## src/rtl/core/ugsi_pkg.sv

```systemverilog
// Shared types, constants and codes for the uniform grid spatial index.
package ugsi_pkg;

    localparam int MAX_CELLS = 1024;
    localparam int MAX_NODES = 1024;
    localparam int CELL_AW   = $clog2(MAX_CELLS);
    localparam int NODE_AW   = $clog2(MAX_NODES);
    localparam int LINK_W    = NODE_AW + 1;   // msb set means no node
    localparam int HEAD_W    = NODE_AW + 1;
    localparam int COORD_W   = 16;
    localparam int SIZE_W    = 13;
    localparam int GRID_W    = 6;
    localparam int ELEM_W    = 16;
    localparam int NELEM_W   = 17;
    localparam int CNUM_W    = 10;
    localparam int NNUM_W    = 10;
    localparam int CFG_IW    = 2;
    localparam int CFG_DW    = 13;
    localparam int PROD_W    = 2 * GRID_W + 1;
    localparam int DIV_CW    = $clog2(COORD_W);

    localparam logic [CFG_IW-1:0] REG_CELL_WIDTH  = 2'd0;
    localparam logic [CFG_IW-1:0] REG_CELL_HEIGHT = 2'd1;
    localparam logic [CFG_IW-1:0] REG_GRID_COLS   = 2'd2;
    localparam logic [CFG_IW-1:0] REG_GRID_ROWS   = 2'd3;

    localparam logic [SIZE_W-1:0] CELL_SIZE_RST = 13'd32;
    localparam logic [GRID_W-1:0] GRID_DIM_RST  = 6'd32;

    typedef enum logic [1:0] {
        OP_INSERT    = 2'd0,
        OP_ERASE     = 2'd1,
        OP_READ_CELL = 2'd2,
        OP_READ_NODE = 2'd3
    } opcode_t;

    typedef enum logic [1:0] {
        STS_OK        = 2'd0,
        STS_OOB       = 2'd1,
        STS_POOL_FULL = 2'd2,
        STS_NOT_FOUND = 2'd3
    } status_t;

    typedef enum logic [4:0] {
        ST_CLEAR, ST_IDLE, ST_DISP, ST_DIV_LOAD, ST_DIV_RUN, ST_BOUND,
        ST_INS_A, ST_INS_B, ST_ER_A, ST_ER_B, ST_ER_C, ST_ER_D, ST_ER_E,
        ST_QC, ST_QC_W, ST_QN, ST_QN_W, ST_DONE
    } state_t;

    typedef enum logic [4:0] {
        CMD_NONE, CMD_CLEAR, CMD_ACCEPT, CMD_DIV_LOAD, CMD_DIV_STEP, CMD_BOUND,
        CMD_INS_ALLOC, CMD_INS_LINK, CMD_ER_START, CMD_ER_HEAD, CMD_ER_MISS,
        CMD_ER_READ, CMD_ER_HIT, CMD_ER_ADV, CMD_ER_FREE, CMD_QC, CMD_QC_CAP,
        CMD_QN, CMD_QN_CAP, CMD_PUSH
    } cmd_t;

    typedef struct packed {
        logic    clr_done;
        opcode_t op;
        logic    div_last;
        logic    div_final;
        logic    oob;
        logic    empty;
        logic    ins_full;
        logic    last_cell;
        logic    er_end;
        logic    er_match;
        logic    qc_oob;
        logic    qn_oob;
        logic    out_free;
    } dp_stat_t;

endpackage

```

## src/rtl/core/ugsi_ctrl.sv

```systemverilog
// Sequencing state machine for the spatial index.
module ugsi_ctrl (
    input  logic              aclk,
    input  logic              aresetn,
    input  logic              s_valid,
    output logic              s_ready,
    input  ugsi_pkg::dp_stat_t st,
    output ugsi_pkg::cmd_t     cmd
);
    import ugsi_pkg::*;

    state_t state_reg, state_next;

    always_ff @(posedge aclk) begin
        if (!aresetn) begin
            state_reg <= ST_CLEAR;
        end else begin
            state_reg <= state_next;
        end
    end

    always_comb begin
        state_next = state_reg;
        cmd        = CMD_NONE;
        s_ready    = 1'b0;
        case (state_reg)
            ST_CLEAR: begin
                cmd = CMD_CLEAR;
                if (st.clr_done) state_next = ST_IDLE;
            end
            ST_IDLE: begin
                s_ready = 1'b1;
                if (s_valid) begin
                    cmd        = CMD_ACCEPT;
                    state_next = ST_DISP;
                end
            end
            ST_DISP: begin
                case (st.op)
                    OP_INSERT, OP_ERASE: state_next = ST_DIV_LOAD;
                    OP_READ_CELL:        state_next = ST_QC;
                    default:             state_next = ST_QN;
                endcase
            end
            ST_DIV_LOAD: begin
                cmd        = CMD_DIV_LOAD;
                state_next = ST_DIV_RUN;
            end
            ST_DIV_RUN: begin
                cmd = CMD_DIV_STEP;
                if (st.div_last) state_next = st.div_final ? ST_BOUND : ST_DIV_LOAD;
            end
            ST_BOUND: begin
                cmd = CMD_BOUND;
                if (st.oob || st.empty) state_next = ST_DONE;
                else if (st.op == OP_INSERT) state_next = ST_INS_A;
                else state_next = ST_ER_A;
            end
            ST_INS_A: begin
                cmd        = CMD_INS_ALLOC;
                state_next = st.ins_full ? ST_DONE : ST_INS_B;
            end
            ST_INS_B: begin
                cmd        = CMD_INS_LINK;
                state_next = st.last_cell ? ST_DONE : ST_INS_A;
            end
            ST_ER_A: begin
                cmd        = CMD_ER_START;
                state_next = ST_ER_B;
            end
            ST_ER_B: begin
                cmd        = CMD_ER_HEAD;
                state_next = ST_ER_C;
            end
            ST_ER_C: begin
                if (st.er_end) begin
                    cmd        = CMD_ER_MISS;
                    state_next = st.last_cell ? ST_DONE : ST_ER_A;
                end else begin
                    cmd        = CMD_ER_READ;
                    state_next = ST_ER_D;
                end
            end
            ST_ER_D: begin
                if (st.er_match) begin
                    cmd        = CMD_ER_HIT;
                    state_next = ST_ER_E;
                end else begin
                    cmd        = CMD_ER_ADV;
                    state_next = ST_ER_C;
                end
            end
            ST_ER_E: begin
                cmd        = CMD_ER_FREE;
                state_next = st.last_cell ? ST_DONE : ST_ER_A;
            end
            ST_QC: begin
                cmd        = CMD_QC;
                state_next = st.qc_oob ? ST_DONE : ST_QC_W;
            end
            ST_QC_W: begin
                cmd        = CMD_QC_CAP;
                state_next = ST_DONE;
            end
            ST_QN: begin
                cmd        = CMD_QN;
                state_next = st.qn_oob ? ST_DONE : ST_QN_W;
            end
            ST_QN_W: begin
                cmd        = CMD_QN_CAP;
                state_next = ST_DONE;
            end
            ST_DONE: begin
                if (st.out_free) begin
                    cmd        = CMD_PUSH;
                    state_next = ST_IDLE;
                end
            end
            default: begin
                state_next = ST_IDLE;
            end
        endcase
    end

endmodule

```

## config.mk

```make
export PLATFORM = sky130hd
export DESIGN_NAME = ugsi_ctrl
export DESIGN_NICKNAME = d
export VERILOG_FILES = /design/src/rtl/core/ugsi_pkg.sv /design/src/rtl/core/ugsi_ctrl.sv
export SDC_FILE = /design/constraint.sdc
export NUM_CORES = 1
export LEC_CHECK = 0
export ABC_AREA = 1
export CAP_MARGIN = 20
export CORE_ASPECT_RATIO = 1.1
export CORE_MARGIN = 3
export CORE_UTILIZATION = 35
export DETAILED_ROUTE_END_ITERATION = 10
export DONT_BUFFER_PORTS = 1
export MAX_ROUTING_LAYER = met4
export SETUP_SLACK_MARGIN = 0.3
export SLEW_MARGIN = 10
export SYNTH_ARGS = -nofsm -noshare
export SYNTH_HDL_FRONTEND = slang
export SYNTH_SLANG_ARGS = --single-unit
```

## constraint.sdc

```tcl
create_clock -name aclk -period 3.9 [get_ports aclk]
set_clock_uncertainty 0.15 [all_clocks]
set_input_delay 0.39 -clock aclk [delete_from_list [all_inputs] [get_ports aclk]]
set_output_delay 0.39 -clock aclk [all_outputs]
set_load 0.03 [all_outputs]
```

Word-level counts from Yosys, hierarchy flattened
Index checks and enable logic that the tools add are counted.
- input port bits: 17
- logic and storage cells: 52
- output and inout port bits: 6
- register bits: 5
- multiplexer cells: 22
- equality and inequality tests: 23
- reductions and logical operators: 6
- operator list (kind ; count):
    5-bit case mux with 17 select lines ; 2
    5-bit 2-to-1 mux ; 11
    5-bit by 4-bit == test with 1-bit output, second input constant ; 8
    5-bit by 3-bit == test with 1-bit output, second input constant ; 4
    5-bit by 2-bit == test with 1-bit output, second input constant ; 2
    5-bit == test, second input constant ; 2
    2-bit != test, second input constant ; 4
    4-bit case mux with 2 select lines ; 1
    3-bit 2-to-1 mux ; 2
    5-bit by 1-bit == test with 1-bit output, second input constant ; 1
    5-bit zero test ; 1
    1-bit 2-to-1 mux ; 4
    4-bit 2-to-1 mux ; 1
    4-bit AND reduction ; 1
    2-bit OR reduction ; 2
    2-bit by 1-bit == test with 1-bit output, second input constant ; 1
    2-bit == test, second input constant ; 1
    2-bit zero test ; 1
    2-bit 2-to-1 mux ; 1
    1-bit logical OR ; 1

Logic depth before layout (Yosys ltp)
Gate-level depths: netlist of run 1.
- word-level depth: 4
- depth in mapped cells: 10
- mapped depth without buffers: 10

Worst setup path before layout of run 1
OpenSTA, ideal clock, no wires.
- kind: register to output
- from: reg state_reg[3]
- to: out cmd[1]
- required time: 3360 ps
- arrival time: 1521 ps
- stages on the path, launching flop included: 6
- path buffers: 0
- slack: 1839 ps
- path through: dfxtp_1 nor2_2 nand2_1 nor2_1 a21oi_1 nand4_1
- word-level cells in the longest chain between the ends: 2
- elaborated cells on any way between the ends: 18
- classes of those cells: eq/ne (16); mux (1); reduce/logical (1)
- RTL lines (item ; line ; source):
    start, declared ; ugsi_ctrl.sv:12 ; state_t state_reg, state_next;
    start signal, assigned ; ugsi_ctrl.sv:18 ; state_reg <= state_next;
    5-bit == test (tied with other cells) ; ugsi_ctrl.sv:26 ; case (state_reg)
    5-bit case mux with 17 select lines * ; ugsi_ctrl.sv:26 ;
    end, declared ; ugsi_ctrl.sv:8 ; output ugsi_pkg::cmd_t cmd
Mark *: on every way between the ends. The rest lies on a longest branch, timed or not.

Worst setup path after layout of run 1
- from: reg state_reg[4]
- to: out cmd[1]
Same word-level chain as after synthesis.

==> reports/summary.txt, run 1 <==
DR DRC count: 0
Die Height: 56.0 um
Switching share of power: 58.7%
H-tree Lvls: 1
Netlist cell types: 26
Placed insts: 175
Worst path depth: 5
Max FFs per register: 5
Synth area leaders: nand2_1 14%, dfxtp_1 13%, nor2_1 11%
CP Capture Type: primary output
Fin nets: 169
Number of synthesized flops with an enable pin: 0
Router iterations before antenna repair: 4
Tmin final: 2.72 ns
Cell family with the largest share of critical-path delay: simple AND/OR/NAND/NOR gates
FF-to-FF Start: state_reg[4]
PortBufs: 0
Worst Slack Setup Final: 1.18 ns
Die width: 51.5 um
Vias in the first global route: 903
CP max stage cell: nor2_1
Min-Delay Startpoint: aresetn
Buf/Inv on CP: 1
Final Hold Vio Count: 0
Depth of the worst register-to-register path: 9
Most common cell in the netlist: nand2_1
Syn Area/Cell: 5.34 um^2
Fmax: 0.368 GHz
Worst hold margin: 0.106 ns
Register area share after synthesis: 12.6%
Clk_lat worst skew: 0.24 ns
Crit-path max cell delay: 0.51 ns
Clock Power Share: 13.4%
GRT overflow: 0
WP data required: 3.36 ns
Yosys Warn Count: 0
Setup slack, reg-to-reg: 1.90 ns
Outcome: completed
Die area: 2880 um^2
FP Rows: 17
Pre-CTS WS: 1.45 ns
Largest net degree at the start of global routing: 13
RSZ-0062 raised after global routing: false
Total track usage: 17.9%
Initial Util: 38.2%
CORE AREA: 2080 um^2
Worst-Margin Slew: 0.914 ns
Hold endpoint: state_reg[4]
Vias per cell: 5.53
Pwr dens: 520 nW/um^2
Global-route wire length before repair: 3.90 mm
Critical Path AT: 2.18 ns
Maximum vdd drop: 0.280 mV
Syn Nets: 166
Total CTS buffers: 3
Synthesized cell area: 796 um^2
Share of cells above drive strength 1: 17.2%
Layout Cells excl Fill: 179
Post-CTS sizing: 0
Post-Syn Instances: 149
Logic pwr share: 66.3%
Hold Crit Class: in -> reg
Worst R2R End: state_reg[0]
Setup bufs post-CTS: 0
Area Overhead vs Synth: 6.45%
Cell Chain, Critical Path: inv_1, nand2_1, nor2_1, a21oi_1, nand4_1
Max Slew Vio Count: 0
Initial drt markers: 48
Hold bufs inserted after CTS: 0
Clk root buf: clkbuf_4
Pleak: 0.469 nW
Share of the synthesized area in the top cell type: 14.2%
Asr flop ratio synth: 0%
Main synth FF type: dfxtp_1
Switching pwr: 0.259 mW
Initial antenna violation count: 0
Max Cap Viol: 0
Antenna Cells: 0
Clock buffer depth: 2
Area leader, netlist: nand2_1
Sequential share of power: 20.3%
# IOs: 23
Gpl congestion: 1.00
CP Launch Type: flip-flop
Flops & latches, synth: 5
Routed WL: 2.40 mm
WL/cell: 13.4 um
Reg clk slew, reported paths: 0.04 ns
Final Cycle Share: 69.6%
Worst Path Max Fanout: 12
Via Count: 989
CTS sink cnt: 5
Type of the worst setup path: reg -> out
Cell-internal power: 0.182 mW
Slew margin rel.: 38.4%
Detailed placer's ending HPWL: 2.01 mm
Post-route antenna net violation count: 0
Final setup vio count: 0
Setup TNS: 0 ns
Most common library cells after synthesis: 30 x nand2_1, 23 x nor2_1, 22 x inv_1
CTS tree: built
Hold depth: 2
cell type report:
| class | instances | area, um^2 |
|---|---|---|
| Clock buffer | 4 | 26.3 |
| Tap cell | 28 | 35.0 |
| Inverter | 27 | 101 |
| Fill cell | 241 | 1240 |
| Sequential cell | 5 | 100 |
| Multi-Input combinational cell | 115 | 584 |
how the worst max path moves through the flow:
stage,from,end,slack [ns]
global placement,state_reg[4],cmd[1],1.49
CTS,state_reg[4],cmd[1],1.17
detailed placement,state_reg[4],cmd[1],1.45
finish,state_reg[4],cmd[1],1.18
global route,state_reg[4],cmd[1],1.08
floorplan,state_reg[3],cmd[1],1.84
kinds of logic after synthesis:
| kind of cell | share of synthesized area, % |
|---|---|
| AOI/OAI and AO/OA | 12.4 |
| buffers and inverters | 14.0 |
| DFF | 12.6 |
| and+or+nand+nor | 61.0 |
power by group through the flow:
| stage | Combinational (mW) | Clock (mW) | Sequential (mW) |
|---|---|---|---|
| after floorplan | 0.244 | 0 | 0.0833 |
| final | 0.292 | 0.0591 | 0.0892 |
| after global placement | 0.291 | 0 | 0.0893 |
| after detailed placement | 0.290 | 0 | 0.0895 |
| after global routing | 0.320 | 0.0639 | 0.0920 |
| after CTS | 0.292 | 0.0614 | 0.0883 |
worst register-to-register path, stage by stage, from the launching register on:
cell	delay, ns
dfxtp_1	0.60
inv_1	0.32
nand2_1	0.20
nor2_1	0.09
nand2_1	0.08
nand2_1	0.05
nor2_1	0.19
nand2_1	0.07
nor2_1	0.10
nor2_1	0.04
layout by cell type, fill, tap and decap left out:
| master | Yosys | layout |
|---|---|---|
| o211ai_1 | 1 | 1 |
| nand2_2 | 5 | 5 |
| nand4_1 | 7 | 7 |
| clkbuf_1 | 0 | 1 |
| nor2_4 | 1 | 1 |
| a311oi_1 | 1 | 1 |
| or2_2 | 1 | 1 |
| o21ai_2 | 1 | 1 |
| clkbuf_4 | 0 | 3 |
| a211oi_1 | 1 | 1 |
| nand3_1 | 17 | 17 |
| nand2_1 | 30 | 30 |
| nor3_2 | 1 | 1 |
| and3_1 | 1 | 1 |
| inv_1 | 22 | 22 |
| nor2_2 | 5 | 5 |
| nand3_2 | 3 | 3 |
| inv_2 | 5 | 5 |
| o21ai_0 | 2 | 2 |
| nor3_1 | 4 | 4 |
| dfxtp_1 | 5 | 5 |
| nand3b_2 | 1 | 1 |
| nor2_1 | 23 | 23 |
| o31ai_1 | 1 | 1 |
| a21oi_1 | 6 | 6 |
| o21ai_1 | 2 | 2 |
| o2111ai_1 | 1 | 1 |
layer usage:
layer	wire, um	vias to the layer above	track usage, %
met2	1140	53	27.6
met1	980	438	22.8
met3	219	7	2.41
li1	-	491	-
met4	58	0	8.24
met5	0	-	-
metrics by stage:
step | cell area, um^2 | total power, mW | util, %
after floorplan | 796 | 0.327 | -
after global placement | 821 | 0.380 | 39.4
after detailed placement | 821 | 0.379 | 39.4
after CTS | 847 | 0.441 | 40.6
after global routing | 847 | 0.476 | 40.6
final | 847 | 0.440 | 40.6
No activity file was read; power rests on OpenSTA's default activity.
==> run 2: changes to the inputs <==
==> constraint.sdc (replaced) <==
create_clock -name aclk -period 2.39 [get_ports aclk]
set_clock_uncertainty 0.15 [all_clocks]
set_input_delay 0.239 -clock aclk [delete_from_list [all_inputs] [get_ports aclk]]
set_output_delay 0.239 -clock aclk [all_outputs]
set_load 0.03 [all_outputs]
==> reports/summary.txt, run 2 (same netlist as run 1, synthesis figures left out) <==
Fin nets: 175 (+3.6%)
GRT overflow: 0 (unchanged)
CTS sink cnt: 5 (unchanged)
Slew margin rel.: 73.1% (+35 points)
Via Count: 1017 (+2.8%)
WL/cell: 13.6 um (+1.6%)
Final setup vio count: 0 (unchanged)
Worst Path Max Fanout: 7 (-5)
Clk root buf: clkbuf_4
Clk_lat worst skew: 0.24 ns (about the same)
Buf/Inv on CP: 2 (+1)
Pwr dens: 862 nW/um^2 (+66%)
Maximum vdd drop: 0.420 mV (+50%)
Clock Power Share: 12.3% (-1.1 points)
Pleak: 0.502 nW (+7.0%)
Initial drt markers: 67 (+40%)
Layout fillers: 255 (+5.8%)
CP Capture Type: primary output
Switching pwr: 0.445 mW (+72%)
Largest net degree at the start of global routing: 13 (unchanged)
Global-route wire length before repair: 3.91 mm (+0.36%)
Critical Path AT: 1.58 ns (-0.60 ns)
Detailed placer's ending HPWL: 2.03 mm (+1.0%)
Min-Delay Startpoint: aresetn
Hold depth: 2 (unchanged)
Most common cell after layout, fill and taps aside: nand2_1
Final Cycle Share: 82.4%
PortBufs: 0 (unchanged)
Die Height: 56.0 um (unchanged)
Max Slew Vio Count: 0 (unchanged)
Setup TNS: 0 ns (unchanged)
Initial antenna violation count: 0 (unchanged)
FF-to-FF Start: state_reg[3]
Max FFs per register: 5 (unchanged)
CP Launch Type: flip-flop
Depth of the worst register-to-register path: 9 (unchanged)
RSZ-0062 raised after global routing: true
Worst path depth: 7 (+2)
Commonest non-fill, non-tap cells in the layout: 30 x nand2_1, 23 x nor2_1, 21 x inv_1, 17 x nand3_1, 7 x nand4_1
Antenna Cells: 0 (unchanged)
Type of the worst setup path: reg -> out
Logic pwr share: 67.7% (+1.4 points)
Top cell by count, worst path: nand4_1
Cell Chain, Critical Path: inv_1, nand2_2, inv_2, nand4_1, nand3_1, a21oi_1, nand4_1
Setup slack, reg-to-reg: 0.77 ns (-1.13 ns)
Final Hold Vio Count: 0 (unchanged)
Worst-Margin Slew: 0.402 ns (-0.512 ns)
Clock buffer depth: 2 (unchanged)
Reg clk slew, reported paths: 0.05 ns (about the same)
CTS tree: built
WP data required: 2.00 ns (-1.36 ns)
Max Cap Viol: 0 (unchanged)
CORE AREA: 2080 um^2 (unchanged)
Worst R2R End: state_reg[0]
Die width: 51.5 um (unchanged)
Sequential share of power: 20.0% (-0.3 points)
DP Area: 843 um^2 (+2.7%)
Crit-path max cell delay: 0.39 ns (-0.12 ns)
Routed WL: 2.52 mm (+5.0%)
Final instance area: 915 um^2 (+8.0%)
Switching share of power: 56.4% (-2.3 points)
Vias in the first global route: 900 (-0.33%)
CP max stage cell: dfxtp_4
Initial Util: 38.2% (unchanged)
Post-route antenna net violation count: 0 (unchanged)
# IOs: 23 (unchanged)
Hold endpoint: state_reg[1]
Total CTS buffers: 3 (unchanged)
Outcome: completed
Tmin final: 1.97 ns
Router iterations before antenna repair: 4 (unchanged)
Hold Crit Class: in -> reg
Cell-internal power: 0.343 mW (+89%)
Gpl congestion: 1.01 (+0.43%)
Total track usage: 17.6% (-0.31 points)
Cell family with the largest share of critical-path delay: simple AND/OR/NAND/NOR gates
Area Overhead vs Synth: 14.9%
Vias per cell: 5.50 (-0.50%)
Share of cells above drive strength 1: 22.3% (+5.1 points)
DR DRC count: 0 (unchanged)
H-tree Lvls: 1 (unchanged)
FP Rows: 17 (unchanged)
Die area: 2880 um^2 (unchanged)
Fmax: 0.508 GHz
run 2: changes by cell type in the layout (fill, tap and decap cells not counted), sizes merged:
cell,previous run,this run
buf,0,5
clkinvlp,0,1
dlygate4sd3,0,1
inv,27,26
run 2: routing by layer:
layer	part of all wire [%]	GRT usage, %	up-vias
li1	-	-	501
met1	40	23.0	455
met2	48	27.5	59
met3	11	2.95	2
met4	0.75	5.24	0
met5	0	-	-
run 2: final cells by class:
class | count | area (um^2) | share of cell area [%]
multi-input cells | 115 | 594 | 65.0
well taps | 28 | 35.0 | 3.83
inverters | 27 | 105 | 11.5
clock buffers | 4 | 26.3 | 2.87
flip-flops and latches | 5 | 106 | 11.6
repair buffers | 6 | 47.5 | 5.20
run 2: power groups by stage:
stage	sequential [mW]	combinational (mW)	clock [mW]
6_report	0.157	0.534	0.0972
5_1_grt	0.160	0.592	0.109
4_1_cts	0.143	0.520	0.102
3_5_place_dp	0.144	0.516	0
3_3_place_gp	0.141	0.517	0
2_1_floorplan	0.136	0.398	0
run 2: how the worst max path moves through the flow:
stage | from | end | slack [ns]
global route | state_reg[3] | cmd[0] | 0.26
finish | state_reg[1] | cmd[1] | 0.42
global placement | state_reg[2] | cmd[0] | 0.59
CTS | state_reg[1] | cmd[1] | 0.31
detailed placement | state_reg[2] | cmd[0] | 0.60
floorplan | state_reg[3] | cmd[1] | 0.48
run 2: worst reg2reg max path, delay by kind of cell (launching register included):
kind	cells	cell delay [ns]
buffers and inverters	1	0.14
flip-flops	1	0.43
AND/OR/NAND/NOR	8	0.81
run 2: what timing repair did:
item	in CTS	in global routing
hold buffers	1	0
resized for setup	0	7
hold endpoints to repair	2	0
endpoints found under the setup margin	0	4
setup buffers	0	2
run 2: metrics by stage:
stage | power [mW] | worst slack (ns) | cells | hold slack (ns) | utilization (%)
2_1_floorplan | 0.534 | 0.480 | 149 | 0.187 | -
3_3_place_gp | 0.658 | 0.591 | 178 | 0.197 | 40.5
3_5_place_dp | 0.660 | 0.601 | 178 | 0.198 | 40.5
4_1_cts | 0.765 | 0.312 | 183 | 0.0110 | 42.2
5_1_grt | 0.861 | 0.264 | 185 | 0.00571 | 43.9
6_report | 0.788 | 0.421 | 185 | 0.00959 | 43.9
